===== src/hw/rtl/cpc_pkg.sv =====
// Shared types and constants of the circle pair collision response pipeline.
`default_nettype none
package cpc_pkg;

	localparam int SQ_STEPS  = 25;
	localparam int DIV_STEPS = 17;
	localparam int SQ_BASE   = 3;
	localparam int DIV_BASE  = SQ_BASE + SQ_STEPS + 2;
	localparam int BK_BASE   = DIV_BASE + DIV_STEPS;
	localparam int NSTG      = BK_BASE + 5;

	localparam logic [15:0] GAIN_RST = 16'd34406;
	localparam int POS_MAX = 262143;
	localparam int VEL_MAX = 524287;
	localparam int VEL_MIN = -524288;

	typedef struct packed {
		logic [17:0] p1x;
		logic [17:0] p1y;
		logic [17:0] p2x;
		logic [17:0] p2y;
		logic [19:0] v1x;
		logic [19:0] v1y;
		logic [19:0] v2x;
		logic [19:0] v2y;
		logic [20:0] dvx;
		logic [20:0] dvy;
		logic        sx;
		logic        sy;
		logic [17:0] dxm;
		logic [17:0] dym;
		logic [16:0] rs;
		logic        hit;
		logic [24:0] m;
	} side_t;

	typedef struct packed {
		logic [NSTG-1:0] en;
		logic [NSTG-1:0] vld;
	} pipe_ctl_t;

endpackage
`default_nettype wire


===== src/hw/rtl/cpc_div_step.sv =====
// One stage of the two restoring dividers: one quotient bit per lane.
`default_nettype none
module cpc_div_step #(
	parameter int BIT = 16
) (
	input  wire logic          clk,
	input  wire logic          en,
	input  wire logic [41:0]   rx_i,
	input  wire logic [41:0]   ry_i,
	input  wire logic [16:0]   qx_i,
	input  wire logic [16:0]   qy_i,
	input  wire logic [24:0]   d_i,
	input  wire cpc_pkg::side_t side_i,
	output logic [41:0]        rx_o,
	output logic [41:0]        ry_o,
	output logic [16:0]        qx_o,
	output logic [16:0]        qy_o,
	output logic [24:0]        d_o,
	output cpc_pkg::side_t     side_o
);

	logic [42:0]    dsh;
	logic           gx;
	logic           gy;
	logic [41:0]    rx_s1;
	logic [41:0]    ry_s1;
	logic [16:0]    qx_s1;
	logic [16:0]    qy_s1;
	logic [24:0]    d_s1;
	cpc_pkg::side_t side_s1;

	assign dsh = {18'b0, d_i} << BIT;
	assign gx  = {1'b0, rx_i} >= dsh;
	assign gy  = {1'b0, ry_i} >= dsh;

	always_ff @(posedge clk) begin
		if (en) begin
			rx_s1   <= gx ? rx_i - dsh[41:0] : rx_i;
			ry_s1   <= gy ? ry_i - dsh[41:0] : ry_i;
			qx_s1   <= gx ? (qx_i | (17'b1 << BIT)) : qx_i;
			qy_s1   <= gy ? (qy_i | (17'b1 << BIT)) : qy_i;
			d_s1    <= d_i;
			side_s1 <= side_i;
		end
	end

	assign rx_o   = rx_s1;
	assign ry_o   = ry_s1;
	assign qx_o   = qx_s1;
	assign qy_o   = qy_s1;
	assign d_o    = d_s1;
	assign side_o = side_s1;

endmodule
`default_nettype wire


===== config.mk =====
export PLATFORM = sky130hd
export DESIGN_NAME = cpc_div_step
export DESIGN_NICKNAME = d
export VERILOG_FILES = /design/src/hw/rtl/cpc_pkg.sv /design/src/hw/rtl/cpc_div_step.sv
export SDC_FILE = /design/constraint.sdc
export NUM_CORES = 1
export LEC_CHECK = 0
export BUFFER_PORTS_ARGS = -buffer_cell sky130_fd_sc_hd__buf_2
export CORE_AREA = 5 5 328 330
export CTS_CLUSTER_DIAMETER = 200
export DETAILED_ROUTE_END_ITERATION = 16
export DIE_AREA = 0 0 333 335
export SYNTH_ARGS = -nofsm -noshare
export SYNTH_HDL_FRONTEND = slang
export SYNTH_SLANG_ARGS = --single-unit

===== constraint.sdc =====
create_clock -name clk -period 5 [get_ports clk]
set_input_delay 1 -clock clk [delete_from_list [all_inputs] [get_ports clk]]
set_output_delay 1 -clock clk [all_outputs]
set_load 0.05 [all_outputs]

==> results.toml <==
[job]
maxCapViolations = 0

[die]
coreArea_um2 = 105000
die-area_um2 = 112000
die_h_um = 335
initial_core_util_pct = 15.3
io_pins = 838
std_cell_rows = 119
die_w_um = 333

[route]
vias = 12000
antenna_left = 0
avgRoutedWirePerCell_um = 25.1
dr.pass1.iters = 4
avgViaCountPerCell = 3.70
routed_wl_um = 81300
drc = 0
drtIter0Drc = 921

[timing]
period_share_pct = 73.8
fin_tns_setup_ns = 0
hold_viol = 0
max_freq_ghz = 0.271
setup_viol = 0
slew_violations = 0
slew_headroom_pct = 33.8
worst_slew_pin_slew_ns = 0.993
period_minus_slack_ns = 3.69
rsz0062_at_grt = "false"

[worst_setup_path]
cp_max_fo = 17
crit_type = "in2reg"
arrival_ns = 4.05
critPathCaptureType = "flip-flop"
cpMaxStageDelayCell = "fa_1"
cp_top_family = "compound AO/OA/AOI/OAI gates"
max_stage_delay_ns = 0.54
cp-start-kind = "primary input"
critPathBufInv = 3
crit_chain = "buf_2, inv_1, fa_1, a21oi_2, o21ai_2, a311o_2, a31oi_4, nor4_4, o41ai_4, o21a_1, buf_4, mux2_2"
crit_required_ns = 5.35

[place]
portBuffers = 837
place.gp.congestion = 0.894
post-dp-hpwl_um = 68600

[logic_synthesis]
synth_edf_count = 418
ys_async_sr_fraction_pct = 0
ys_seq_area_share_pct = 78.4
synthCells = 900
synth_area_um2 = 16000
yosys_warnings = 0
synth.distinct_cells = 67
synth_nets = 1372
synth_top_cell_area_share_pct = 78.4
synth_area_leaders = "edfxtp_1, ha_1, mux2_4, xnor2_1, o21ai_0"
netlist.top_cell.by_area = "edfxtp_1"
ys.flop_type = "edfxtp_1"
postSynthAreaPerCell_um2 = 17.8
ys_seq_elements = 418

[power_and_ir_drop]
power.leakage_nw = 9.86
powerDensity_nw_per_um2 = 442
ir_worst_vdd_v = 0.000279

[layout]
synthToLayoutAreaGrowth_pct = 48.4
fillCellCount = 11200
layout_common_cells = "buf_2, edfxtp_1, ha_1, clkbuf_16, o21ai_0"
drive_gt1_share_pct = 52.9
post-route-util_pct = 22.7
num-nets-final = 2268
final_common_cell = "buf_2"

[clock_network]
root_buffer = "clkbuf_16"
post_cts_buffers = 0
cts.sinks = 418
ctsResizeCount = 0
numCtsBuffers = 50
cts_tree = "built"
clk_pin_slew_ns = 0.06
cts.path.max_buffers = 3
hold_buffers = 0
htreeDepth = 2

[global_route]
grt_use_total_pct = 13.7
grt_antenna_before_repair = 58
grt_max_degree = 110
grt_overflow_total = 0
grt_pass1_wl_um = 104000
grt_pass1_vias = 11800

[outcome]
outcome = "finished clean"

[worst_hold_path]
hold_path.class = "in2reg"
## cell type report
type / instances / area [µm²] / area share (%)
timing repair buffer: 852 / 4370 / 18.4
tap: 1391 / 1740 / 7.32
clock inverter: 31 / 403 / 1.70
inverter: 37 / 139 / 0.585
multi-input combinational: 437 / 3240 / 13.6
sequential: 418 / 12600 / 52.8
antenna: 11 / 27.5 / 0.116
clock buffer: 58 / 1280 / 5.39
## worst paths after layout
| path | slack, ns | cells past startpoint | start | endpoint |
|---|---|---|---|---|
| min | 0.56 | 1 | side_i[146] | side_o[146]$_DFFE_PP_ |
| max | 1.31 | 12 | d_i[1] | rx_o[20]$_DFFE_PP_ |
## sequential cells by signal (all words and copies together) (netlist names)
name / flops
d_o: 25
qx_o: 17
qy_o: 17
rx_o: 42
ry_o: 42
side_o: 275
## metrics by stage
| stage | hold WS [ns] | cell area, µm² | total power, mW | std cells | setup slack, ns |
|---|---|---|---|---|---|
| CTS | 0.478 | 23700 | 10.7 | 3224 | 1.36 |
| detailed placement | 1.18 | 22000 | 6.79 | 3135 | 0.671 |
| floorplan | 1.10 | 16000 | 5.90 | 900 | 1.16 |
| finish | 0.558 | 23800 | 10.5 | 3235 | 1.31 |
| global route | 0.487 | 23700 | 10.9 | 3224 | 1.20 |
| global placement | 1.18 | 22000 | 6.78 | 3135 | 0.728 |
## cells by family after synthesis
kind of cell | after synthesis | synth area share (%)
AO/OA/AOI/OAI | 165 | 6.85
XOR/XNOR | 42 | 2.30
adder cells (fa/ha/maj) | 52 | 4.16
buffers and inverters | 45 | 1.32
flip-flops | 418 | 78.4
multiplexers | 26 | 2.22
AND/OR/NAND/NOR | 152 | 4.74
## synth_stat cells, types with 3 or more instances
| library cell | instances |
|---|---|
| mux2_2 | 8 |
| nor2_1 | 35 |
| nand4_1 | 8 |
| nor3b_1 | 3 |
| mux2_4 | 17 |
| a21oi_1 | 41 |
| a211oi_1 | 4 |
| ha_1 | 50 |
| o21bai_1 | 3 |
| o31ai_1 | 4 |
| inv_1 | 37 |
| and3_1 | 4 |
| xnor2_1 | 27 |
| or3_1 | 3 |
| o21ai_0 | 45 |
| nor4_1 | 8 |
| xor2_1 | 15 |
| nor3_1 | 14 |
| nand3_1 | 11 |
| edfxtp_1 | 418 |
| nor2b_1 | 7 |
| o21a_1 | 8 |
| a21o_1 | 22 |
| nand2_1 | 42 |
| nand2b_1 | 6 |
## layer usage
layer	track usage, %	part of all wire (%)
met5	0	0.093
met4	2.53	1.9
met3	5.74	11
met2	23.6	49
met1	16.1	38
## power by group
group	internal (mW)	leakage, nW	switching, mW
Clock	2.26	0.811	1.55
Sequential	4.23	4.09	0.0987
Combinational	0.559	4.96	1.81
Total	7.04	9.86	3.46
(Power assumes the default switching activity.)
