File: config.mk
export PLATFORM = sky130hd
export DESIGN_NAME = cpc_sqrt_step
export DESIGN_NICKNAME = d
export VERILOG_FILES = /design/src/hw/rtl/cpc_pkg.sv /design/src/hw/rtl/cpc_sqrt_step.sv
export SDC_FILE = /design/constraint.sdc
export NUM_CORES = 1
export LEC_CHECK = 0
export BUFFER_PORTS_ARGS = -buffer_cell sky130_fd_sc_hd__buf_2
export CAP_MARGIN = 10
export CELL_PAD_IN_SITES_DETAIL_PLACEMENT = 2
export CELL_PAD_IN_SITES_GLOBAL_PLACEMENT = 2
export CORE_AREA = 4 4 275 277
export CTS_CLUSTER_DIAMETER = 80
export CTS_CLUSTER_SIZE = 12
export DETAILED_ROUTE_END_ITERATION = 10
export DIE_AREA = 0 0 279 281
export PLACE_DENSITY_LB_ADDON = 0.1
export SKIP_CTS_REPAIR_TIMING = 1
export SYNTH_ARGS = -nofsm -noshare
export SYNTH_HDL_FRONTEND = slang
export SYNTH_SLANG_ARGS = --single-unit
export TNS_END_PERCENT = 100
File: constraint.sdc
create_clock -name clk -period 5.4 [get_ports clk]
set_clock_uncertainty 0.2 [all_clocks]
set_input_delay 0.27 -clock clk [delete_from_list [all_inputs] [get_ports clk]]
set_output_delay 0.27 -clock clk [all_outputs]
set_load 0.02 [all_outputs]
File: src/hw/rtl/cpc_pkg.sv
// Shared types and constants of the circle pair collision response pipeline.
`default_nettype none
package cpc_pkg;

	localparam int SQ_STEPS  = 25;
	localparam int DIV_STEPS = 17;
	localparam int SQ_BASE   = 3;
	localparam int DIV_BASE  = SQ_BASE + SQ_STEPS + 2;
	localparam int BK_BASE   = DIV_BASE + DIV_STEPS;
	localparam int NSTG      = BK_BASE + 5;

	localparam logic [15:0] GAIN_RST = 16'd34406;
	localparam int POS_MAX = 262143;
	localparam int VEL_MAX = 524287;
	localparam int VEL_MIN = -524288;

	typedef struct packed {
		logic [17:0] p1x;
		logic [17:0] p1y;
		logic [17:0] p2x;
		logic [17:0] p2y;
		logic [19:0] v1x;
		logic [19:0] v1y;
		logic [19:0] v2x;
		logic [19:0] v2y;
		logic [20:0] dvx;
		logic [20:0] dvy;
		logic        sx;
		logic        sy;
		logic [17:0] dxm;
		logic [17:0] dym;
		logic [16:0] rs;
		logic        hit;
		logic [24:0] m;
	} side_t;

	typedef struct packed {
		logic [NSTG-1:0] en;
		logic [NSTG-1:0] vld;
	} pipe_ctl_t;

endpackage
`default_nettype wire

File: src/hw/rtl/cpc_sqrt_step.sv
// One stage of the restoring square root: decides one root bit.
`default_nettype none
module cpc_sqrt_step #(
	parameter int BIT = 24
) (
	input  wire logic          clk,
	input  wire logic          en,
	input  wire logic [49:0]   rem_i,
	input  wire logic [24:0]   root_i,
	input  wire cpc_pkg::side_t side_i,
	output logic [49:0]        rem_o,
	output logic [24:0]        root_o,
	output cpc_pkg::side_t     side_o
);

	logic [50:0]    trial;
	logic           ge;
	logic [49:0]    rem_s1;
	logic [24:0]    root_s1;
	cpc_pkg::side_t side_s1;

	// lower root bits are still zero, so OR is the add
	assign trial = ({26'b0, root_i} << (BIT + 1)) | (51'b1 << (2 * BIT));
	assign ge    = {1'b0, rem_i} >= trial;

	always_ff @(posedge clk) begin
		if (en) begin
			rem_s1  <= ge ? rem_i - trial[49:0] : rem_i;
			root_s1 <= ge ? (root_i | (25'b1 << BIT)) : root_i;
			side_s1 <= side_i;
		end
	end

	assign rem_o  = rem_s1;
	assign root_o = root_s1;
	assign side_o = side_s1;

endmodule
`default_nettype wire

==> impl_metrics.yaml, run 1 <==
run_status:
  status: "finished clean"
pwr:
  power_per_cell_area_nw_per_um2: 329
  leakage_nw: 9.10
  ir_drop_v: 0.000234
timing:
  slew_headroom_pct: 38.5
  slew_viol_final: 0
  worst_pin_slew_ns: 0.915
  fin_crit_sh_pct: 66.1
  hold_violations: 0
  finalSetupViolations: 0
  final.setup.tns_ns: 0
  rsz0062_at_grt: "no"
  fmaxAchievable_mhz: 280
  min_period_ns: 3.57
floorplanning:
  start_util_pct: 17.1
  die_w_um: 279
  row_count: 99
  die_area_um2: 78400
  io-pin-count: 702
  die_h_um: 281
  core_area_um2: 72800
yosys:
  seq_area_frac_synth_pct: 84.6
  synthTopCellsByArea: "edfxtp_1, ha_1, mux2_4"
  syn_inst: 613
  syn_nets: 990
  yosysMostFrequentCell: "edfxtp_1"
  netlist.area_leader.share_pct: 84.6
  ys_ff_latch: 350
  synth_area_leader_cell: "edfxtp_1"
  synth.distinct_cells: 54
  async_flop_share_pct: 0
  yosys_warnings: 0
  post_synth.cell_area_avg_um2: 20.3
  syn_area_um2: 12400
  synthFlopType: "edfxtp_1"
  synth-edff-count: 350
  synth_commonest_cells: "edfxtp_1, inv_1, a21oi_1"
setup_path:
  cp_slowest_stage_delay_ns: 0.61
  slowest_stage: "o21ai_0"
  cp-startpoint: "root_i[0]"
  critPathArrivalTime_ns: 3.67
  crit_required_ns: 5.50
  start_kind: "input pin"
  critPathCaptureType: "flop"
  crit_chain: "dlygate4sd3_1, buf_2, ha_1, fa_1, inv_1, a21oi_1, o21ai_0, a211oi_1, o32a_1, xnor2_1, mux2_4"
  critPathMaxFanout: 4
  crit_type: "input pin to flop"
clocking:
  cts_tree: "done"
  cts_sinks: 350
  cts-root-buf: "clkbuf_16"
  cts_buffer_depth: 3
  cts_buffers: 38
  path_clk_slew_ns: 0.06
  cts_max_level: 2
routing:
  avgViaCountPerCell: 3.78
  wirelength_um: 67300
  ant_nets: 0
  vias: 10133
  dr.pass1.iters: 4
  drt_drc_violations_left: 0
  first_iter_violations: 477
  wl_per_cell_um: 25.1
placement:
  hpwl_um: 53500
  gp_congestion: 0.789
  place_area_um2: 17100
  io_buffers: 701
global_routing:
  gr-total-overflow: 0
  grt_max_degree: 93
  grt_pass1_wl_um: 83800
  track_usage_pct: 15.4
  grt_pass1_vias: 9339
  antenna_found_initial: 15
worst_hold_path:
  hp-start: "en"
  min_path_type: "input pin to flop"
final_layout:
  area_growth_pct: 75.5
  drive_above_1_share_pct: 45.7
  nets: 2076
  design_area_um2: 21800
run:
  max-cap-violations: 0
[layer usage]
metal / up-vias / GRT usage (%) / wire length (µm)
li1: 4584 / - / -
met1: 5125 / 16.4 / 25300
met2: 355 / 29.3 / 36400
met3: 65 / 6.01 / 4550
met4: 4 / 2.64 / 1030
met5: - / 0 / 27
[final cells by class]
type,instances,area (µm²)
Sequential cell,350,10500
Multi-Input combinational cell,221,1730
Timing Repair Buffer,1056,7070
Tap cell,959,1200
Clock inverter,10,156
Inverter,32,120
Fill cell,7788,51000
Antenna cell,13,32.5
Clock buffer,42,987
[worst max-delay path: cells and delay by family]
| kind | cells | cell delay [ns] |
|---|---|---|
| compound gates | 4 | 1.49 |
| xor+xnor | 1 | 0.13 |
| fa+ha+maj | 2 | 0.70 |
| buf+inv | 3 | 0.82 |
| mux | 1 | 0.26 |
[registers in the layout, indices dropped and copies added, names as in the netlist]
signal / flops
rem_o: 50
side_o: 275
root_o: 25
[metrics by stage]
stage               cells  hold WS (ns)  worst slack [ns]  util [%]  total power, mW
CTS                  2320        -0.372              2.40      25.1             7.12
detailed placement   2268         0.249              1.80      23.5             4.44
finish               2683       0.00789              1.83      29.9             7.18
global route         2679        0.0242              1.59      29.9             7.51
global placement     2268         0.247              1.85      23.5             4.43
floorplan             613         0.169              2.47         -             3.85
[cell families after synthesis]
group	synth area share [%]
mux	2.35
compound gates	4.38
buf+inv	1.49
simple gates	3.19
xor+xnor	1.41
fa+ha+maj	2.58
flops	84.6
[placed cells by master, fill, tap and decap left out, types with 10 or more instances in the layout]
cell           count
buf_2            700
dlygate4sd3_1    350
edfxtp_1         350
clkbuf_16         39
inv_1             32
a21oi_1           25
ha_1              24
nand2_1           18
xnor2_1           14
diode_2           13
nor2_1            13
o21ai_0           11
nand3_1           11
mux2_4            10
[power breakdown]
part	internal, mW	total [mW]	switching (mW)
combinational	0.508	1.29	0.778
sequential	3.25	3.30	0.0574
clock	1.45	2.59	1.13
total	5.21	7.18	1.97
[final timing paths]
kind          end  slack (ns)  cells past startpoint
min   side_o[130]       0.008                      1
max     rem_o[45]        1.83                     11
Power figures use the tool's default switching activity.
==> run 2, diff against run 1 <==
- CORE_AREA: 4 4 275 277 -> 4 4 274 276
- DIE_AREA: 0 0 279 281 -> 0 0 278 280
- clock period: 5.4 -> 2.9 ns (I/O delays scaled with it)
==> impl_metrics.yaml, run 2 (synthesis results as in run 1) <==
global_routing:
  grt_pass1_wl_um: 79500
  antenna_found_initial: 13
  gr-total-overflow: 0
  track_usage_pct: 14.5
  grt_pass1_vias: 9569
  grt_max_degree: 74
routing:
  dr.pass1.iters: 4
  drt_drc_violations_left: 0
  avgViaCountPerCell: 3.74
  first_iter_violations: 372
  wl_per_cell_um: 22.9
  vias: 10233
  ant_nets: 0
  wirelength_um: 62700
floorplanning:
  io-pin-count: 702
  die_area_um2: 77800
  core_area_um2: 72600
  die_h_um: 280
  die_w_um: 278
  start_util_pct: 17.1
  row_count: 99
placement:
  place_area_um2: 17600
  gp_congestion: 0.779
  io_buffers: 701
  place_ws_ns: -0.126
  hpwl_um: 49600
  placed_cells: 2323
pwr:
  seqPwrFrac_pct: 46.3
  p_int_mw: 9.67
  combPwrFrac_pct: 18.5
  power_per_cell_area_nw_per_um2: 595
  ir_drop_v: 0.000364
  p_switching_mw: 3.59
  finalPower_mw: 13.3
  p_sw_share_pct: 27.1
  leakage_nw: 9.39
  clkPwrFrac_pct: 35.1
final_layout:
  instances_no_fill: 2737
  largest_register_ffs: 275
  drive_above_1_share_pct: 47.4
  design_area_um2: 22300
  nFillCells: 7794
  layout_commonest_cell: "buf_2"
  nets: 2133
  most-common-layout-cells: "buf_2, dlygate4sd3_1, edfxtp_1"
  area_growth_pct: 79.5
setup_path:
  critPathMaxFanout: 9
  crit_required_ns: 2.99
  start_kind: "input pin"
  critPathCaptureType: "flop"
  crit_type: "input pin to flop"
  critPathArrivalTime_ns: 2.90
timing:
  slew_headroom_pct: 50.8
  slew_viol_final: 0
  min_period_ns: 2.81
  fmaxAchievable_mhz: 356
  fin_crit_sh_pct: 96.9
  hold_violations: 0
  finalSetupViolations: 0
  worst_pin_slew_ns: 0.738
  rsz0062_at_grt: "no"
  layout_setup_ws_ns: 0.0896
clocking:
  cts-root-buf: "clkbuf_16"
  cts_buffer_depth: 3
  path_clk_slew_ns: 0.05
  cts_max_level: 2
  cts_sinks: 350
  cts_tree: "done"
  cts_buffers: 38
worst_hold_path:
  min_path_type: "input pin to flop"
run:
  max-cap-violations: 0
run_status:
  status: "finished clean"
## run 2: power by group through the flow
stage / registers (mW) / logic [mW] / clock network [mW]
6_report: 6.14 / 2.46 / 4.66
5_1_grt: 6.18 / 2.62 / 5.10
4_1_cts: 6.14 / 2.09 / 4.93
3_5_place_dp: 6.25 / 2.08 / 0
3_3_place_gp: 6.24 / 2.07 / 0
2_1_floorplan: 6.81 / 0.357 / 0
## run 2: final timing paths
| path | startpoint | endpoint | slack [ns] | depth (start not counted) |
|---|---|---|---|---|
| setup / recovery | root_i[13] | rem_o[34] | 0.09 | 12 |
| hold / removal | rem_i[28] | rem_o[29] | 0.1 | 5 |
## run 2: final cells by class
type                       count  area [µm²]  share of cell area [%]
sequential                   350       10500                    47.1
timing repair buffer        1113        7590                    34.1
multi-input combinational    221        1730                    7.75
tap                          959        1200                    5.38
clock buffer                  40         980                    4.39
clock inverter                11         136                   0.612
inverter                      32         120                   0.539
antenna                       11        27.5                   0.123
## run 2: metal layers
metal	GRT usage (%)	part of all wire, %	vias to the layer above
li1	-	-	4692
met1	14.3	36	5096
met2	27.9	55	363
met3	5.87	5.8	76
met4	3.83	2.2	6
met5	0	0.064	-
## run 2: metrics by stage
step | hold WS (ns) | TNS, ns | util, %
CTS | -0.498 | 0 | 25.8
finish | 0.0965 | 0 | 30.7
floorplan | 0.0439 | 0 | -
detailed placement | 0.123 | -1.75 | 24.3
global route | 0.0583 | 0 | 30.7
global placement | 0.122 | -1.21 | 24.3
## run 2: critical path, stage by stage
cell           delay (ns)
dlygate4sd3_1        0.51
buf_2                0.11
inv_1                0.04
ha_1                 0.29
nand2_1              0.08
or2_1                0.27
or4_4                0.56
nor3_4               0.17
o31ai_4              0.09
nand2_4              0.14
buf_12               0.16
mux2_2               0.34
==> run 3, diff against run 2 <==
- CORE_AREA: 4 4 274 276 -> 4 4 275 277
- DIE_AREA: 0 0 278 280 -> 0 0 279 281
- clock period: 2.9 -> 3.4 ns (I/O delays scaled with it)
==> impl_metrics.yaml, run 3 (synthesis results as in run 1) <==
setup_path:
  cp-startpoint: "rem_i[26]"
  critPathCaptureType: "flop"
  start_kind: "input pin"
  crit_required_ns: 3.50
  crit_type: "input pin to flop"
  critPathMaxFanout: 4
  critPathArrivalTime_ns: 3.34
pwr:
  leakage_nw: 9.23
  combPwrFrac_pct: 17.9
  ir_drop_v: 0.000293
  seqPwrFrac_pct: 45.4
  p_sw_share_pct: 27.0
  p_int_mw: 8.44
  p_switching_mw: 3.12
  power_per_cell_area_nw_per_um2: 525
  clkPwrFrac_pct: 36.7
worst_hold_path:
  min_path_type: "input pin to flop"
  hp-start: "root_i[0]"
  holdPathStages: 1
  hold_end: "root_o[0]"
placement:
  gp_congestion: 0.807
  io_buffers: 701
  place_area_um2: 17300
  placed_cells: 2289
  hpwl_um: 53400
  place_ws_ns: 0.0747
timing:
  hold_violations: 2
  slew_headroom_pct: 40.1
  holdWs_ns: -0.374
  layout_setup_ws_ns: 0.169
  fin_crit_sh_pct: 95.0
  slew_viol_final: 0
  fmaxAchievable_mhz: 309
  rsz0062_at_grt: "no"
  min_period_ns: 3.23
  final.setup.tns_ns: 0
  worst_pin_slew_ns: 0.894
  finalSetupViolations: 0
global_routing:
  track_usage_pct: 15.3
  gr-total-overflow: 0
  grt_pass1_wl_um: 83100
  grt_max_degree: 78
  antenna_found_initial: 13
  grt_pass1_vias: 9342
floorplanning:
  start_util_pct: 17.1
  die_w_um: 279
  die_area_um2: 78400
  die_h_um: 281
  core_area_um2: 72800
  io-pin-count: 702
  row_count: 99
final_layout:
  design_area_um2: 22000
  area_growth_pct: 77.3
  layout_commonest_cell: "buf_2"
  instances_no_fill: 2703
  most-common-layout-cells: "buf_2, edfxtp_1, dlygate4sd3_1"
  register_area_um2: 10500
  fin_util_pct: 30.2
  nFillCells: 7791
  drive_above_1_share_pct: 46.5
  largest_register_ffs: 275
  multi_input_area_um2: 1730
  nets: 2096
clocking:
  path_clk_slew_ns: 0.06
  cts_buffers: 38
  cts-root-buf: "clkbuf_16"
  cts_buffer_depth: 3
  cts_sinks: 350
  cts_tree: "done"
  cts_max_level: 2
routing:
  ant_nets: 0
  avgViaCountPerCell: 3.77
  dr.pass1.iters: 6
  vias: 10187
  drt_drc_violations_left: 0
  wl_per_cell_um: 24.6
  wirelength_um: 66400
  first_iter_violations: 413
run_status:
  violations: "negative hold slack"
  status: "complete, but fails checks"
run:
  max-cap-violations: 0
run 3: worst max-delay path by stage:
stage,end,slack [ns],depth (start not counted)
finish,rem_o[41],0.17,12
global route,rem_o[41],0.02,12
CTS,rem_o[43],0.66,10
detailed placement,rem_o[41],0.07,12
global placement,rem_o[41],-0.02,12
floorplan,rem_o[35],0.57,11
run 3: cell type report:
cell class	instances	share of cell area (%)
clock inverters	12	0.966
diodes	13	0.148
multi-input cells	221	7.84
clock buffers	40	4.45
flip-flops and latches	350	47.7
well taps	959	5.45
repair buffers	1076	32.9
inverters	32	0.545
run 3: per-layer routing:
metal  up-vias  GRT usage, %  share of wire, %
met2       359          27.5                53
met5         -          1.10              0.19
met3        95          7.41               7.3
met1      5103          15.2                37
li1       4628             -                 -
met4         2          5.99               3.1
run 3: power groups by stage:
stage	Combinational, mW	Sequential, mW	Clock [mW]
after floorplan	0.305	5.81	0
after global placement	1.74	5.32	0
after detailed placement	1.74	5.33	0
after CTS	1.75	5.24	4.45
after global routing	2.20	5.28	4.60
final	2.07	5.24	4.24
run 3: metrics by stage:
| step | hold WS [ns] | total power, mW |
|---|---|---|
| detailed placement | 0.149 | 7.08 |
| global placement | 0.147 | 7.06 |
| floorplan | 0.0689 | 6.11 |
| CTS | -0.464 | 11.4 |
| global route | -0.406 | 12.1 |
| finish | -0.374 | 11.6 |
run 3: worst max-delay path: stages:
cell           delay (ns)
dlygate4sd3_1        0.58
buf_2                0.15
inv_1                0.09
fa_1                 0.26
inv_1                0.06
a21oi_1              0.25
o21ai_0              0.18
buf_4                0.18
a211oi_1             0.72
o221a_2              0.36
xnor2_1              0.07
mux2_4               0.25
