## config.mk

```make
export PLATFORM = sky130hd
export DESIGN_NAME = cpc_pipe_ctrl
export DESIGN_NICKNAME = d
export VERILOG_FILES = /design/src/hw/rtl/cpc_pkg.sv /design/src/hw/rtl/cpc_pipe_ctrl.sv
export SDC_FILE = /design/constraint.sdc
export NUM_CORES = 1
export LEC_CHECK = 0
export BUFFER_PORTS_ARGS = -buffer_cell sky130_fd_sc_hd__buf_2
export CAP_MARGIN = 10
export CORE_MARGIN = 1
export CORE_UTILIZATION = 45
export CTS_BUF_LIST = sky130_fd_sc_hd__clkbuf_4
export DETAILED_ROUTE_END_ITERATION = 8
export GPL_TIMING_DRIVEN = 1
export PLACE_DENSITY = 0.87
export SLEW_MARGIN = 40
export SYNTH_ARGS = -nofsm -noshare
export SYNTH_HDL_FRONTEND = slang
export SYNTH_SLANG_ARGS = --single-unit
```

## constraint.sdc

```tcl
create_clock -name clk -period 3.85 [get_ports clk]
set_clock_uncertainty 0.1 [all_clocks]
set_input_delay 0.1925 -clock clk [delete_from_list [all_inputs] [get_ports clk]]
set_output_delay 0.1925 -clock clk [all_outputs]
set_load 0.02 [all_outputs]
```

## src/hw/rtl/cpc_pkg.sv

```systemverilog
// Shared types and constants of the circle pair collision response pipeline.
`default_nettype none
package cpc_pkg;

	localparam int SQ_STEPS  = 25;
	localparam int DIV_STEPS = 17;
	localparam int SQ_BASE   = 3;
	localparam int DIV_BASE  = SQ_BASE + SQ_STEPS + 2;
	localparam int BK_BASE   = DIV_BASE + DIV_STEPS;
	localparam int NSTG      = BK_BASE + 5;

	localparam logic [15:0] GAIN_RST = 16'd34406;
	localparam int POS_MAX = 262143;
	localparam int VEL_MAX = 524287;
	localparam int VEL_MIN = -524288;

	typedef struct packed {
		logic [17:0] p1x;
		logic [17:0] p1y;
		logic [17:0] p2x;
		logic [17:0] p2y;
		logic [19:0] v1x;
		logic [19:0] v1y;
		logic [19:0] v2x;
		logic [19:0] v2y;
		logic [20:0] dvx;
		logic [20:0] dvy;
		logic        sx;
		logic        sy;
		logic [17:0] dxm;
		logic [17:0] dym;
		logic [16:0] rs;
		logic        hit;
		logic [24:0] m;
	} side_t;

	typedef struct packed {
		logic [NSTG-1:0] en;
		logic [NSTG-1:0] vld;
	} pipe_ctl_t;

endpackage
`default_nettype wire

```

## src/hw/rtl/cpc_pipe_ctrl.sv

```systemverilog
// Valid bits and per-stage load enables of the pipeline.
`default_nettype none
module cpc_pipe_ctrl (
	input  wire logic              clk,
	input  wire logic              arst_n,
	input  wire logic              in_valid,
	input  wire logic              out_ready,
	output logic                   in_ready,
	output cpc_pkg::pipe_ctl_t     ctl
);

	logic [cpc_pkg::NSTG-1:0] vld_q;
	logic [cpc_pkg::NSTG:0]   rdy;

	assign rdy[cpc_pkg::NSTG] = out_ready;

	for (genvar i = 0; i < cpc_pkg::NSTG; i++) begin : g_rdy
		assign rdy[i] = !vld_q[i] || rdy[i+1];
	end

	always_ff @(posedge clk or negedge arst_n) begin
		if (!arst_n) begin
			vld_q <= '0;
		end else begin
			if (rdy[0])
				vld_q[0] <= in_valid;
			for (int i = 1; i < cpc_pkg::NSTG; i++) begin
				if (rdy[i])
					vld_q[i] <= vld_q[i-1];
			end
		end
	end

	assign in_ready = rdy[0];
	assign ctl.en   = rdy[cpc_pkg::NSTG-1:0];
	assign ctl.vld  = vld_q;

endmodule
`default_nettype wire

```

==> out/metrics.json, run 1 <==
{
  "global_routing": {
    "track_usage_pct": 20.3,
    "grt_remaining_overflow": 0,
    "groute.layer.met1.usage_pct": 28.2,
    "grt_pass1_vias": 1810,
    "gr-usage-met3_pct": 4.69,
    "global_route_wire_length_before_repair_mm": 8.71,
    "grt_max_degree": 53,
    "global_route.usage.met2_pct": 32.1,
    "grt_antenna_before_repair": 0,
    "global_route.peak_usage_layer": "met2"
  },
  "sta": {
    "maxClockFrequency_ghz": 0.362,
    "slew-limit-headroom_pct": 52.4,
    "setup_repair_after_global_routing_missed_its_margin": "false",
    "post-route-period-util_pct": 71.7,
    "report.final.hold_viol_count": 0,
    "maxSlewViolCount": 0,
    "hold_slack_ns": 0.0278,
    "timing.setup.tns_ns": 0,
    "actual_slew_at_the_worst_max_slew_pin_ns": 0.708,
    "final.min_clock_period_ns": 2.76,
    "setup_viol": 0
  },
  "clock_network": {
    "tritoncts_clock_tree": "yes",
    "clock_latency_at_the_later_pin_of_the_worst_skew_pair_ns": 0.36,
    "cts.sink_count": 52,
    "cts-htree-levels": 2,
    "clock-root-buffer": "sky130_fd_sc_hd__clkbuf_4",
    "clock_path_buffers": 2,
    "number_of_buffers_inserted_during_clock_tree_synthesis": 5,
    "cts_hold_buf": 2,
    "cts-resized-gates": 0,
    "clkTransAtPathRegs_ns": 0.13,
    "post_cts_buffers": 0
  },
  "synthesis": {
    "ys_types": 30,
    "synth_seq_cells": 52,
    "yosysSeqAreaShare_pct": 54.1,
    "yosysWarningCount": 0,
    "cell_count_after_synthesis": 230,
    "synthesized_area_divided_by_synthesized_cell_count_um2": 10.5,
    "syn-cell-area_um2": 2400,
    "synth_fp_nets": 234
  },
  "route": {
    "drt_pass1_iterations": 4,
    "vias_per_std_cell": 5.47,
    "detail_route.drc_violations": 0,
    "ant_nets": 0,
    "vias": 2236,
    "drt_iter0_drc": 75,
    "finalWirelength_mm": 5.81,
    "route.detailed.wl_per_inst_um": 14.2
  },
  "setup_path": {
    "worstSetupStartpointType": "flip-flop",
    "worst-endpoint-required_ns": 3.56,
    "critical_path.top_delay_family": "simple AND/OR/NAND/NOR gates",
    "critPathBufInv": 3,
    "worst-path-max-fanout": 21,
    "cp-end-kind": "primary output",
    "worst_path_most_repeated_cell": "sky130_fd_sc_hd__inv_2",
    "worst-endpoint-arrival_ns": 2.47,
    "kind_of_critical_path": "reg -> out",
    "worstPathCellList": "nand3b_4 > nor2_4 > inv_2 > nor3_4 > and2_4 > inv_2 > or3_1 > buf_2",
    "critical_path.slowest_cell": "sky130_fd_sc_hd__dfrtp_1",
    "critical_path_max_stage_delay_ns": 0.42
  },
  "floorplanning": {
    "die-width_um": 75.1,
    "floorplan.die.height_um": 75.1,
    "starting_density_pct": 46.8,
    "die_footprint_um2": 5640,
    "floorplan.core_area_um2": 5140,
    "io-pin-count": 109,
    "num_rows": 26
  },
  "min_path": {
    "holdCritPathClass": "in -> reg"
  },
  "place": {
    "gp_congestion": 0.806,
    "hpwlAfterDp_mm": 4.19,
    "io_buffer_count": 108,
    "placed_cells_incl_taps": 398
  },
  "final_layout": {
    "final_core_utilization_pct": 60.1,
    "final_cell_count_no_fill": 409,
    "antennaDiodeCount": 0,
    "largest_registers": "vld_q: 52 flops",
    "largest_register_ff_count": 52,
    "fillerInstances": 457,
    "design.final.nets": 342,
    "drive_gt1_share_pct": 45.1,
    "top_register": "vld_q",
    "area_delta_synth_final_pct": 28.5
  },
  "power": {
    "p_int_w": 0.000701,
    "power.switching_fraction_pct": 27.1,
    "comb_power_share_pct": 12.1,
    "peak_ir_drop_on_the_vdd_network_mv": 0.209,
    "switching_pwr_w": 0.000260,
    "static-leakage-power_nw": 1.43,
    "share_seq_of_total_power_pct": 63.2,
    "power.share.clock_pct": 24.8,
    "total_power_per_unit_cell_area_nw_per_um2": 311
  },
  "outcome": {
    "status": "complete, no violations"
  },
  "flow_run": {
    "max_cap_violations": 0
  }
}
-- path summary, 6_finish.rpt --
| check | start | to | slack, ns | cells past startpoint |
|---|---|---|---|---|
| worst max-delay path | vld_q[50]$_DFFE_PN0P_ | ctl[75] | 1.09 | 8 |
| worst min-delay path | out_ready | vld_q[51]$_DFFE_PN0P_ | 0.03 | 3 |
| worst max register to register | vld_q[41]$_DFFE_PN0P_ | vld_q[6]$_DFFE_PN0P_ | 1.74 | 5 |
| worst min register to register | vld_q[0]$_DFFE_PN0P_ | vld_q[1]$_DFFE_PN0P_ | 0.41 | 1 |
| max in group asynchronous | arst_n | vld_q[39]$_DFFE_PN0P_ | 2.85 | 3 |
| min in group asynchronous | arst_n | vld_q[36]$_DFFE_PN0P_ | 0.37 | 3 |
-- logic make-up after synthesis --
group | share of synthesized area, %
buffers and inverters | 4.37
AOI/OAI and AO/OA | 11.6
and+or+nand+nor | 29.9
DFF | 54.1
-- worst register-to-register path: cells and delay by family (launching register included) --
family	cells	cell delay [ns]
AOI/OAI and AO/OA	1	0.15
buffers and inverters	1	0.23
DFF	1	0.46
and+or+nand+nor	3	1.12
-- power groups by stage --
stage / clock network (W) / logic (W) / registers [W]
after detailed placement: 0 / 0.000116 / 0.000617
after CTS: 0.000247 / 0.000118 / 0.000607
after floorplan: 0 / 0.0000376 / 0.000643
after global routing: 0.000271 / 0.000128 / 0.000612
final: 0.000238 / 0.000116 / 0.000607
after global placement: 0 / 0.000115 / 0.000615
-- placed cells by master (no fill, tap or decap), drive strengths merged --
| cell | netlist | routed |
|---|---|---|
| clkbuf | 4 | 7 |
| and4 | 3 | 3 |
| a41o | 4 | 4 |
| and3 | 9 | 9 |
| nand2 | 14 | 14 |
| dfrtp | 52 | 52 |
| nor3 | 3 | 3 |
| nand2b | 16 | 16 |
| a21o | 6 | 6 |
| and2 | 5 | 5 |
| nor4 | 5 | 5 |
| nand3 | 29 | 29 |
| nand4 | 21 | 21 |
| dlygate4sd3 | 0 | 2 |
| a31o | 19 | 19 |
| or3 | 1 | 1 |
| o21bai | 3 | 3 |
| clkinv | 0 | 1 |
| nor2 | 10 | 10 |
| nand3b | 1 | 1 |
| buf | 10 | 113 |
| inv | 10 | 10 |
| o21ai | 1 | 1 |
| or2 | 4 | 4 |
-- Yosys cell counts (all sizes together) --
| master | instances | area (µm²) |
|---|---|---|
| buf | 10 | 52.6 |
| o21ai | 1 | 5.00 |
| nand3b | 1 | 20.0 |
| nand3 | 29 | 145 |
| or2 | 4 | 25.0 |
| clkbuf | 4 | 15.0 |
| inv | 10 | 37.5 |
| nor2 | 10 | 45.0 |
| nor3 | 3 | 26.3 |
| a21o | 6 | 45.0 |
| nand2b | 16 | 100 |
| and3 | 9 | 56.3 |
| nand4 | 21 | 138 |
| and4 | 3 | 26.3 |
| dfrtp | 52 | 1300 |
| or3 | 1 | 6.26 |
| a31o | 19 | 166 |
| nor4 | 5 | 43.8 |
| a41o | 4 | 40.0 |
| and2 | 5 | 33.8 |
| o21bai | 3 | 22.5 |
| nand2 | 14 | 52.6 |
-- layer usage --
layer  up-vias  part of all wire [%]
met1      1073                    46
li1       1063                     -
met2        94                    46
met4         0                  0.81
met3         6                   7.0
met5         -                     0
-- stage by stage --
step                      power (W)  cell area, µm²  setup WS (ns)
after floorplan            0.000680            2400           1.52
after global placement     0.000730            3000           1.45
after detailed placement   0.000733            3000           1.38
after CTS                  0.000971            3080          0.953
after global routing        0.00101            3090          0.910
final                      0.000962            3090           1.09
-- layout make-up --
class / instances / area [µm²] / share of cell area, %
Clock buffer: 7 / 52.6 / 1.70
Sequential cell: 52 / 1300 / 42.1
Multi-Input combinational cell: 154 / 1010 / 32.6
Timing Repair Buffer: 115 / 598 / 19.4
Inverter: 10 / 37.5 / 1.22
Clock inverter: 1 / 3.75 / 0.122
Tap cell: 70 / 87.6 / 2.84
Power figures use the tool's default switching activity.
==> run 2: changes to the inputs <==
ABC_AREA = 1   (was unset)
CORE_UTILIZATION = 43   (was 45)
PLACE_DENSITY = 0.88   (was 0.87)
clock period = 2.3 ns   (was 3.85 ns; I/O delays follow)
==> run 2 against run 1 <==
  * The flow now finishes with violations (setup timing)
  * Combinational power rose to 7.5 times the previous value
  * Hold slack improved by 0.034 ns
  * Utilization is 16 points higher
  * First-iteration DRC count is 33% lower
  * Critical endpoint is now in_ready
==> out/metrics.json, run 2 <==
{
  "setup_path": {
    "cp-end-kind": {"value": "primary output", "change": "unchanged"},
    "kind_of_critical_path": {"value": "reg -> out", "change": "unchanged"},
    "worst-endpoint-required": {"value": 2.09, "unit": "ns", "change": "was 3.56 ns"},
    "worst-path-max-fanout": {"value": 4, "change": "was 21"},
    "ff2ff_setup_slack": {"value": -1.63, "unit": "ns", "change": "was 1.74 ns"},
    "worstSetupStartpointType": {"value": "flip-flop", "change": "unchanged"},
    "worst-endpoint-arrival": {"value": 4.05, "unit": "ns", "change": "was 2.47 ns"}
  },
  "sta": {
    "actual_slew_at_the_worst_max_slew_pin": {"value": 0.547, "unit": "ns", "change": "was 0.708 ns"},
    "post-route-period-util_pct": 186,
    "timing.setup.tns": {"value": -68.32, "unit": "ns", "change": "was 0 ns"},
    "setup_repair_after_global_routing_missed_its_margin": {"value": "true", "change": "was false"},
    "slew-limit-headroom": {"value": 63.5, "unit": "%", "change": "was 52.4%"},
    "hold_slack": {"value": 0.0618, "unit": "ns", "change": "was 0.0278 ns"},
    "report.final.hold_viol_count": {"value": 0, "change": "unchanged"},
    "setup_ws": {"value": -1.97, "unit": "ns", "change": "was 1.09 ns"},
    "setup_viol": {"value": 67, "change": "was 0"},
    "final.min_clock_period_ns": 4.27,
    "maxClockFrequency_ghz": 0.234,
    "maxSlewViolCount": {"value": 0, "change": "unchanged"}
  },
  "clock_network": {
    "cts-htree-levels": {"value": 2, "change": "unchanged"},
    "clock-root-buffer": {"value": "sky130_fd_sc_hd__clkbuf_4", "change": "unchanged"},
    "clock_latency_at_the_later_pin_of_the_worst_skew_pair": {"value": 0.37, "unit": "ns", "change": "was 0.36 ns"},
    "cts.sink_count": {"value": 52, "change": "unchanged"},
    "tritoncts_clock_tree": {"value": "yes", "change": "unchanged"},
    "number_of_buffers_inserted_during_clock_tree_synthesis": {"value": 5, "change": "unchanged"},
    "clkTransAtPathRegs": {"value": 0.14, "unit": "ns", "change": "was 0.13 ns"},
    "clock_path_buffers": {"value": 2, "change": "unchanged"}
  },
  "final_layout": {
    "antennaDiodeCount": {"value": 0, "change": "unchanged"},
    "largest_registers": {"value": "vld_q: 52 flops", "change": "unchanged"},
    "largest_register_ff_count": {"value": 52, "change": "unchanged"},
    "fin_area": {"value": 3890, "unit": "µm²", "change": "was 3090 µm²"},
    "final-seq-area": {"value": 1310, "unit": "µm²", "change": "was 1300 µm²"},
    "multi_input_area": {"value": 832, "unit": "µm²", "change": "was 1010 µm²"},
    "area_delta_synth_final": {"value": 68.7, "unit": "%", "change": "was 28.5%"},
    "drive_gt1_share": {"value": 61.1, "unit": "%", "change": "was 45.1%"},
    "top_register": {"value": "vld_q", "change": "unchanged"},
    "design.final.nets": {"value": 412, "change": "was 342"},
    "layout.cells.most_common_list": {"value": "79 x sky130_fd_sc_hd__buf_2, 71 x sky130_fd_sc_hd__buf_4, 52 x sky130_fd_sc_hd__inv_1, 47 x sky130_fd_sc_hd__nand2_1, 47 x sky130_fd_sc_hd__dfrtp_1", "change": "was 108 x sky130_fd_sc_hd__buf_2, 52 x sky130_fd_sc_hd__dfrtp_1, 29 x sky130_fd_sc_hd__nand3_1, 20 x sky130_fd_sc_hd__nand4_1, 19 x sky130_fd_sc_hd__a31o_2"},
    "fillerInstances": {"value": 374, "change": "was 457"},
    "most_common_library_cell_in_the_layout_ignoring_fill_and_taps": {"value": "sky130_fd_sc_hd__buf_2", "change": "unchanged"}
  },
  "synthesis": {
    "synth_mux_area_share": {"value": 0, "unit": "%", "change": "unchanged"},
    "postSynth.asyncResetShare": {"value": 100, "unit": "%", "change": "unchanged"},
    "complex_gate_fraction_of_the_synthesized_area": {"value": 0, "unit": "%", "change": "was 11.6%"},
    "number_of_enable_flip_flop_cells_after_synthesis": {"value": 0, "change": "unchanged"},
    "yosys_most_used_dff": {"value": "sky130_fd_sc_hd__dfrtp_1", "change": "unchanged"},
    "synthesized_area_divided_by_synthesized_cell_count": {"value": 10.9, "unit": "µm²", "change": "was 10.5 µm²"},
    "synth_top_cells_by_count": {"value": "52 x sky130_fd_sc_hd__dfrtp_1, 52 x sky130_fd_sc_hd__inv_1, 50 x sky130_fd_sc_hd__nand2_1", "change": "was 52 x sky130_fd_sc_hd__dfrtp_1, 29 x sky130_fd_sc_hd__nand3_1, 20 x sky130_fd_sc_hd__nand4_1"},
    "yosysWarningCount": {"value": 0, "change": "unchanged"},
    "synth.largest_area_cell": {"value": "sky130_fd_sc_hd__dfrtp_1", "change": "unchanged"},
    "synth-adder-area-share": {"value": 0, "unit": "%", "change": "unchanged"},
    "synth_fp_nets": {"value": 216, "change": "was 234"},
    "synthDominantCellAreaShare": {"value": 56.4, "unit": "%", "change": "was 54.1%"},
    "synthSimpleGateAreaFrac": {"value": 33.8, "unit": "%", "change": "was 29.9%"},
    "netlist_top_cells_area": {"value": "sky130_fd_sc_hd__dfrtp_1 56%, sky130_fd_sc_hd__nand4_4 12%, sky130_fd_sc_hd__inv_1 8.5%", "change": "was sky130_fd_sc_hd__dfrtp_1 54%, sky130_fd_sc_hd__a31o_2 6.9%, sky130_fd_sc_hd__nand3_1 6.0%"},
    "syn-cell-area": {"value": 2310, "unit": "µm²", "change": "was 2400 µm²"},
    "yosysSeqAreaShare": {"value": 56.4, "unit": "%", "change": "was 54.1%"},
    "yosys.area_share.xor_xnor": {"value": 0, "unit": "%", "change": "unchanged"},
    "cell_count_after_synthesis": {"value": 212, "change": "was 230"},
    "largest_family_of_logic_cells_by_synthesized_area": {"value": "simple AND/OR/NAND/NOR gates", "change": "unchanged"},
    "ys_types": {"value": 17, "change": "was 30"},
    "synth_seq_cells": {"value": 52, "change": "unchanged"}
  },
  "outcome": {
    "status": {"value": "finished, violations left", "change": "was complete, no violations"},
    "violations_in_the_final_reports": "setup timing"
  },
  "route": {
    "finalWirelength": {"value": 6.15, "unit": "mm", "change": "was 5.81 mm"},
    "detail_route.drc_violations": {"value": 0, "change": "unchanged"},
    "drt_iter0_drc": {"value": 50, "change": "was 75"},
    "drt_pass1_iterations": {"value": 4, "change": "unchanged"},
    "ant_nets": {"value": 0, "change": "unchanged"},
    "route.detailed.wl_per_inst": {"value": 12.8, "unit": "µm", "change": "was 14.2 µm"},
    "vias": {"value": 2129, "change": "was 2,236"},
    "vias_per_std_cell": {"value": 4.44, "change": "was 5.47"}
  },
  "power": {
    "total_power_per_unit_cell_area": {"value": 627, "unit": "nW/µm²", "change": "was 311 nW/µm²"},
    "peak_ir_drop_on_the_vdd_network": {"value": 0.406, "unit": "mV", "change": "was 0.209 mV"},
    "static-leakage-power": {"value": 2.04, "unit": "nW", "change": "was 1.43 nW"},
    "fin_total_pwr": {"value": 0.00244, "unit": "W", "change": "was 0.000962 W"}
  },
  "global_routing": {
    "global_route_wire_length_before_repair": {"value": 8.80, "unit": "mm", "change": "was 8.71 mm"},
    "track_usage": {"value": 21.1, "unit": "%", "change": "was 20.3%"},
    "grt_pass1_vias": {"value": 1935, "change": "was 1,810"},
    "grt_antenna_before_repair": {"value": 0, "change": "unchanged"},
    "grt_max_degree": {"value": 30, "change": "was 53"},
    "grt_remaining_overflow": {"value": 0, "change": "unchanged"}
  },
  "flow_run": {
    "max_cap_violations": {"value": 0, "change": "unchanged"}
  },
  "place": {
    "io_buffer_count": {"value": 108, "change": "unchanged"},
    "dpl_cell_area": {"value": 3270, "unit": "µm²", "change": "was 3000 µm²"},
    "hpwlAfterDp": {"value": 4.08, "unit": "mm", "change": "was 4.19 mm"},
    "gp_congestion": {"value": 0.785, "change": "was 0.806"}
  },
  "floorplanning": {
    "die-width": {"value": 75.3, "unit": "µm", "change": "was 75.1 µm"},
    "floorplan.die.height": {"value": 75.3, "unit": "µm", "change": "was 75.1 µm"},
    "die_footprint": {"value": 5670, "unit": "µm²", "change": "was 5640 µm²"},
    "num_rows": {"value": 26, "change": "unchanged"},
    "starting_density": {"value": 44.9, "unit": "%", "change": "was 46.8%"},
    "floorplan.core_area": {"value": 5140, "unit": "µm²", "change": "unchanged"},
    "io-pin-count": {"value": 109, "change": "unchanged"}
  },
  "min_path": {
    "holdCritPathClass": {"value": "in -> reg", "change": "unchanged"}
  }
}
==> run 2: cell families after synthesis <==
logic type / after synthesis
buffers and inverters: 56
flip-flops: 52
AND/OR/NAND/NOR: 104
==> run 2: area by class of cell <==
class                      instances  share of cell area [%]
sequential                        52                    33.6
inverter                          55                    5.53
multi-input combinational        104                    21.4
clock inverter                     3                   0.964
timing repair buffer             190                    35.3
clock buffer                       5                   0.964
tap                               70                    2.25
==> run 2: through the flow <==
step | utilization [%] | instances | setup slack [ns]
finish | 75.8 | 479 | -1.97
detailed placement | 63.5 | 433 | -1.65
CTS | 72.4 | 469 | -1.91
floorplan | - | 212 | -2.92
global route | 75.8 | 479 | -2.30
global placement | 63.5 | 433 | -1.51
==> run 2: final timing paths <==
| check | from | endpoint | cells past startpoint |
|---|---|---|---|
| setup / recovery | vld_q[49]$_DFFE_PN0P_ | in_ready | 26 |
| hold / removal | out_ready | vld_q[49]$_DFFE_PN0P_ | 5 |
| setup reg to reg | vld_q[49]$_DFFE_PN0P_ | vld_q[1]$_DFFE_PN0P_ | 28 |
| hold reg to reg | vld_q[19]$_DFFE_PN0P_ | vld_q[20]$_DFFE_PN0P_ | 2 |
| max in group asynchronous | arst_n | vld_q[50]$_DFFE_PN0P_ | 3 |
| min in group asynchronous | arst_n | vld_q[27]$_DFFE_PN0P_ | 2 |
==> run 2: per-layer routing <==
metal	part of all wire [%]	track usage (%)	vias to the layer above
met5	0	0	-
met4	0.94	5.97	0
met3	6.6	4.82	8
met2	55	38.8	75
met1	37	24.7	1011
li1	-	-	1035
==> run 2: timing repair <==
item	4_1_cts	5_1_grt
hold endpoints to repair	24	0
hold buffers	2	0
setup buffers	26	10
pin swaps	3	5
resized for setup	53	27
setup endpoints to repair	65	72
==> run 2: power by group <==
| part | internal, W | switching (W) |
|---|---|---|
| clock network | 0.000223 | 0.000279 |
| logic | 0.000395 | 0.000480 |
| registers | 0.000984 | 0.0000814 |
==> run 2: worst max-delay path, stage by stage (launching register included) <==
cell	delay [ns]
sky130_fd_sc_hd__dfrtp_2	0.42
sky130_fd_sc_hd__nand4_4	0.13
sky130_fd_sc_hd__nor3_4	0.23
sky130_fd_sc_hd__nand4_4	0.12
sky130_fd_sc_hd__nor2_4	0.14
sky130_fd_sc_hd__nand4_4	0.10
sky130_fd_sc_hd__nor2_4	0.13
sky130_fd_sc_hd__nand4_4	0.10
sky130_fd_sc_hd__nor2_4	0.13
sky130_fd_sc_hd__nand4_4	0.10
sky130_fd_sc_hd__nor2_4	0.13
sky130_fd_sc_hd__nand4_4	0.11
sky130_fd_sc_hd__nor2_4	0.13
sky130_fd_sc_hd__nand4_4	0.10
sky130_fd_sc_hd__nor2_4	0.13
sky130_fd_sc_hd__nand4_4	0.10
sky130_fd_sc_hd__nor2_4	0.13
sky130_fd_sc_hd__nand4_4	0.10
sky130_fd_sc_hd__nor2_4	0.14
sky130_fd_sc_hd__nand4_4	0.10
sky130_fd_sc_hd__nor2_4	0.13
sky130_fd_sc_hd__nand4_4	0.10
sky130_fd_sc_hd__nor2_4	0.13
sky130_fd_sc_hd__nand4_4	0.13
sky130_fd_sc_hd__nor2_8	0.15
sky130_fd_sc_hd__nand4_4	0.10
sky130_fd_sc_hd__buf_2	0.18
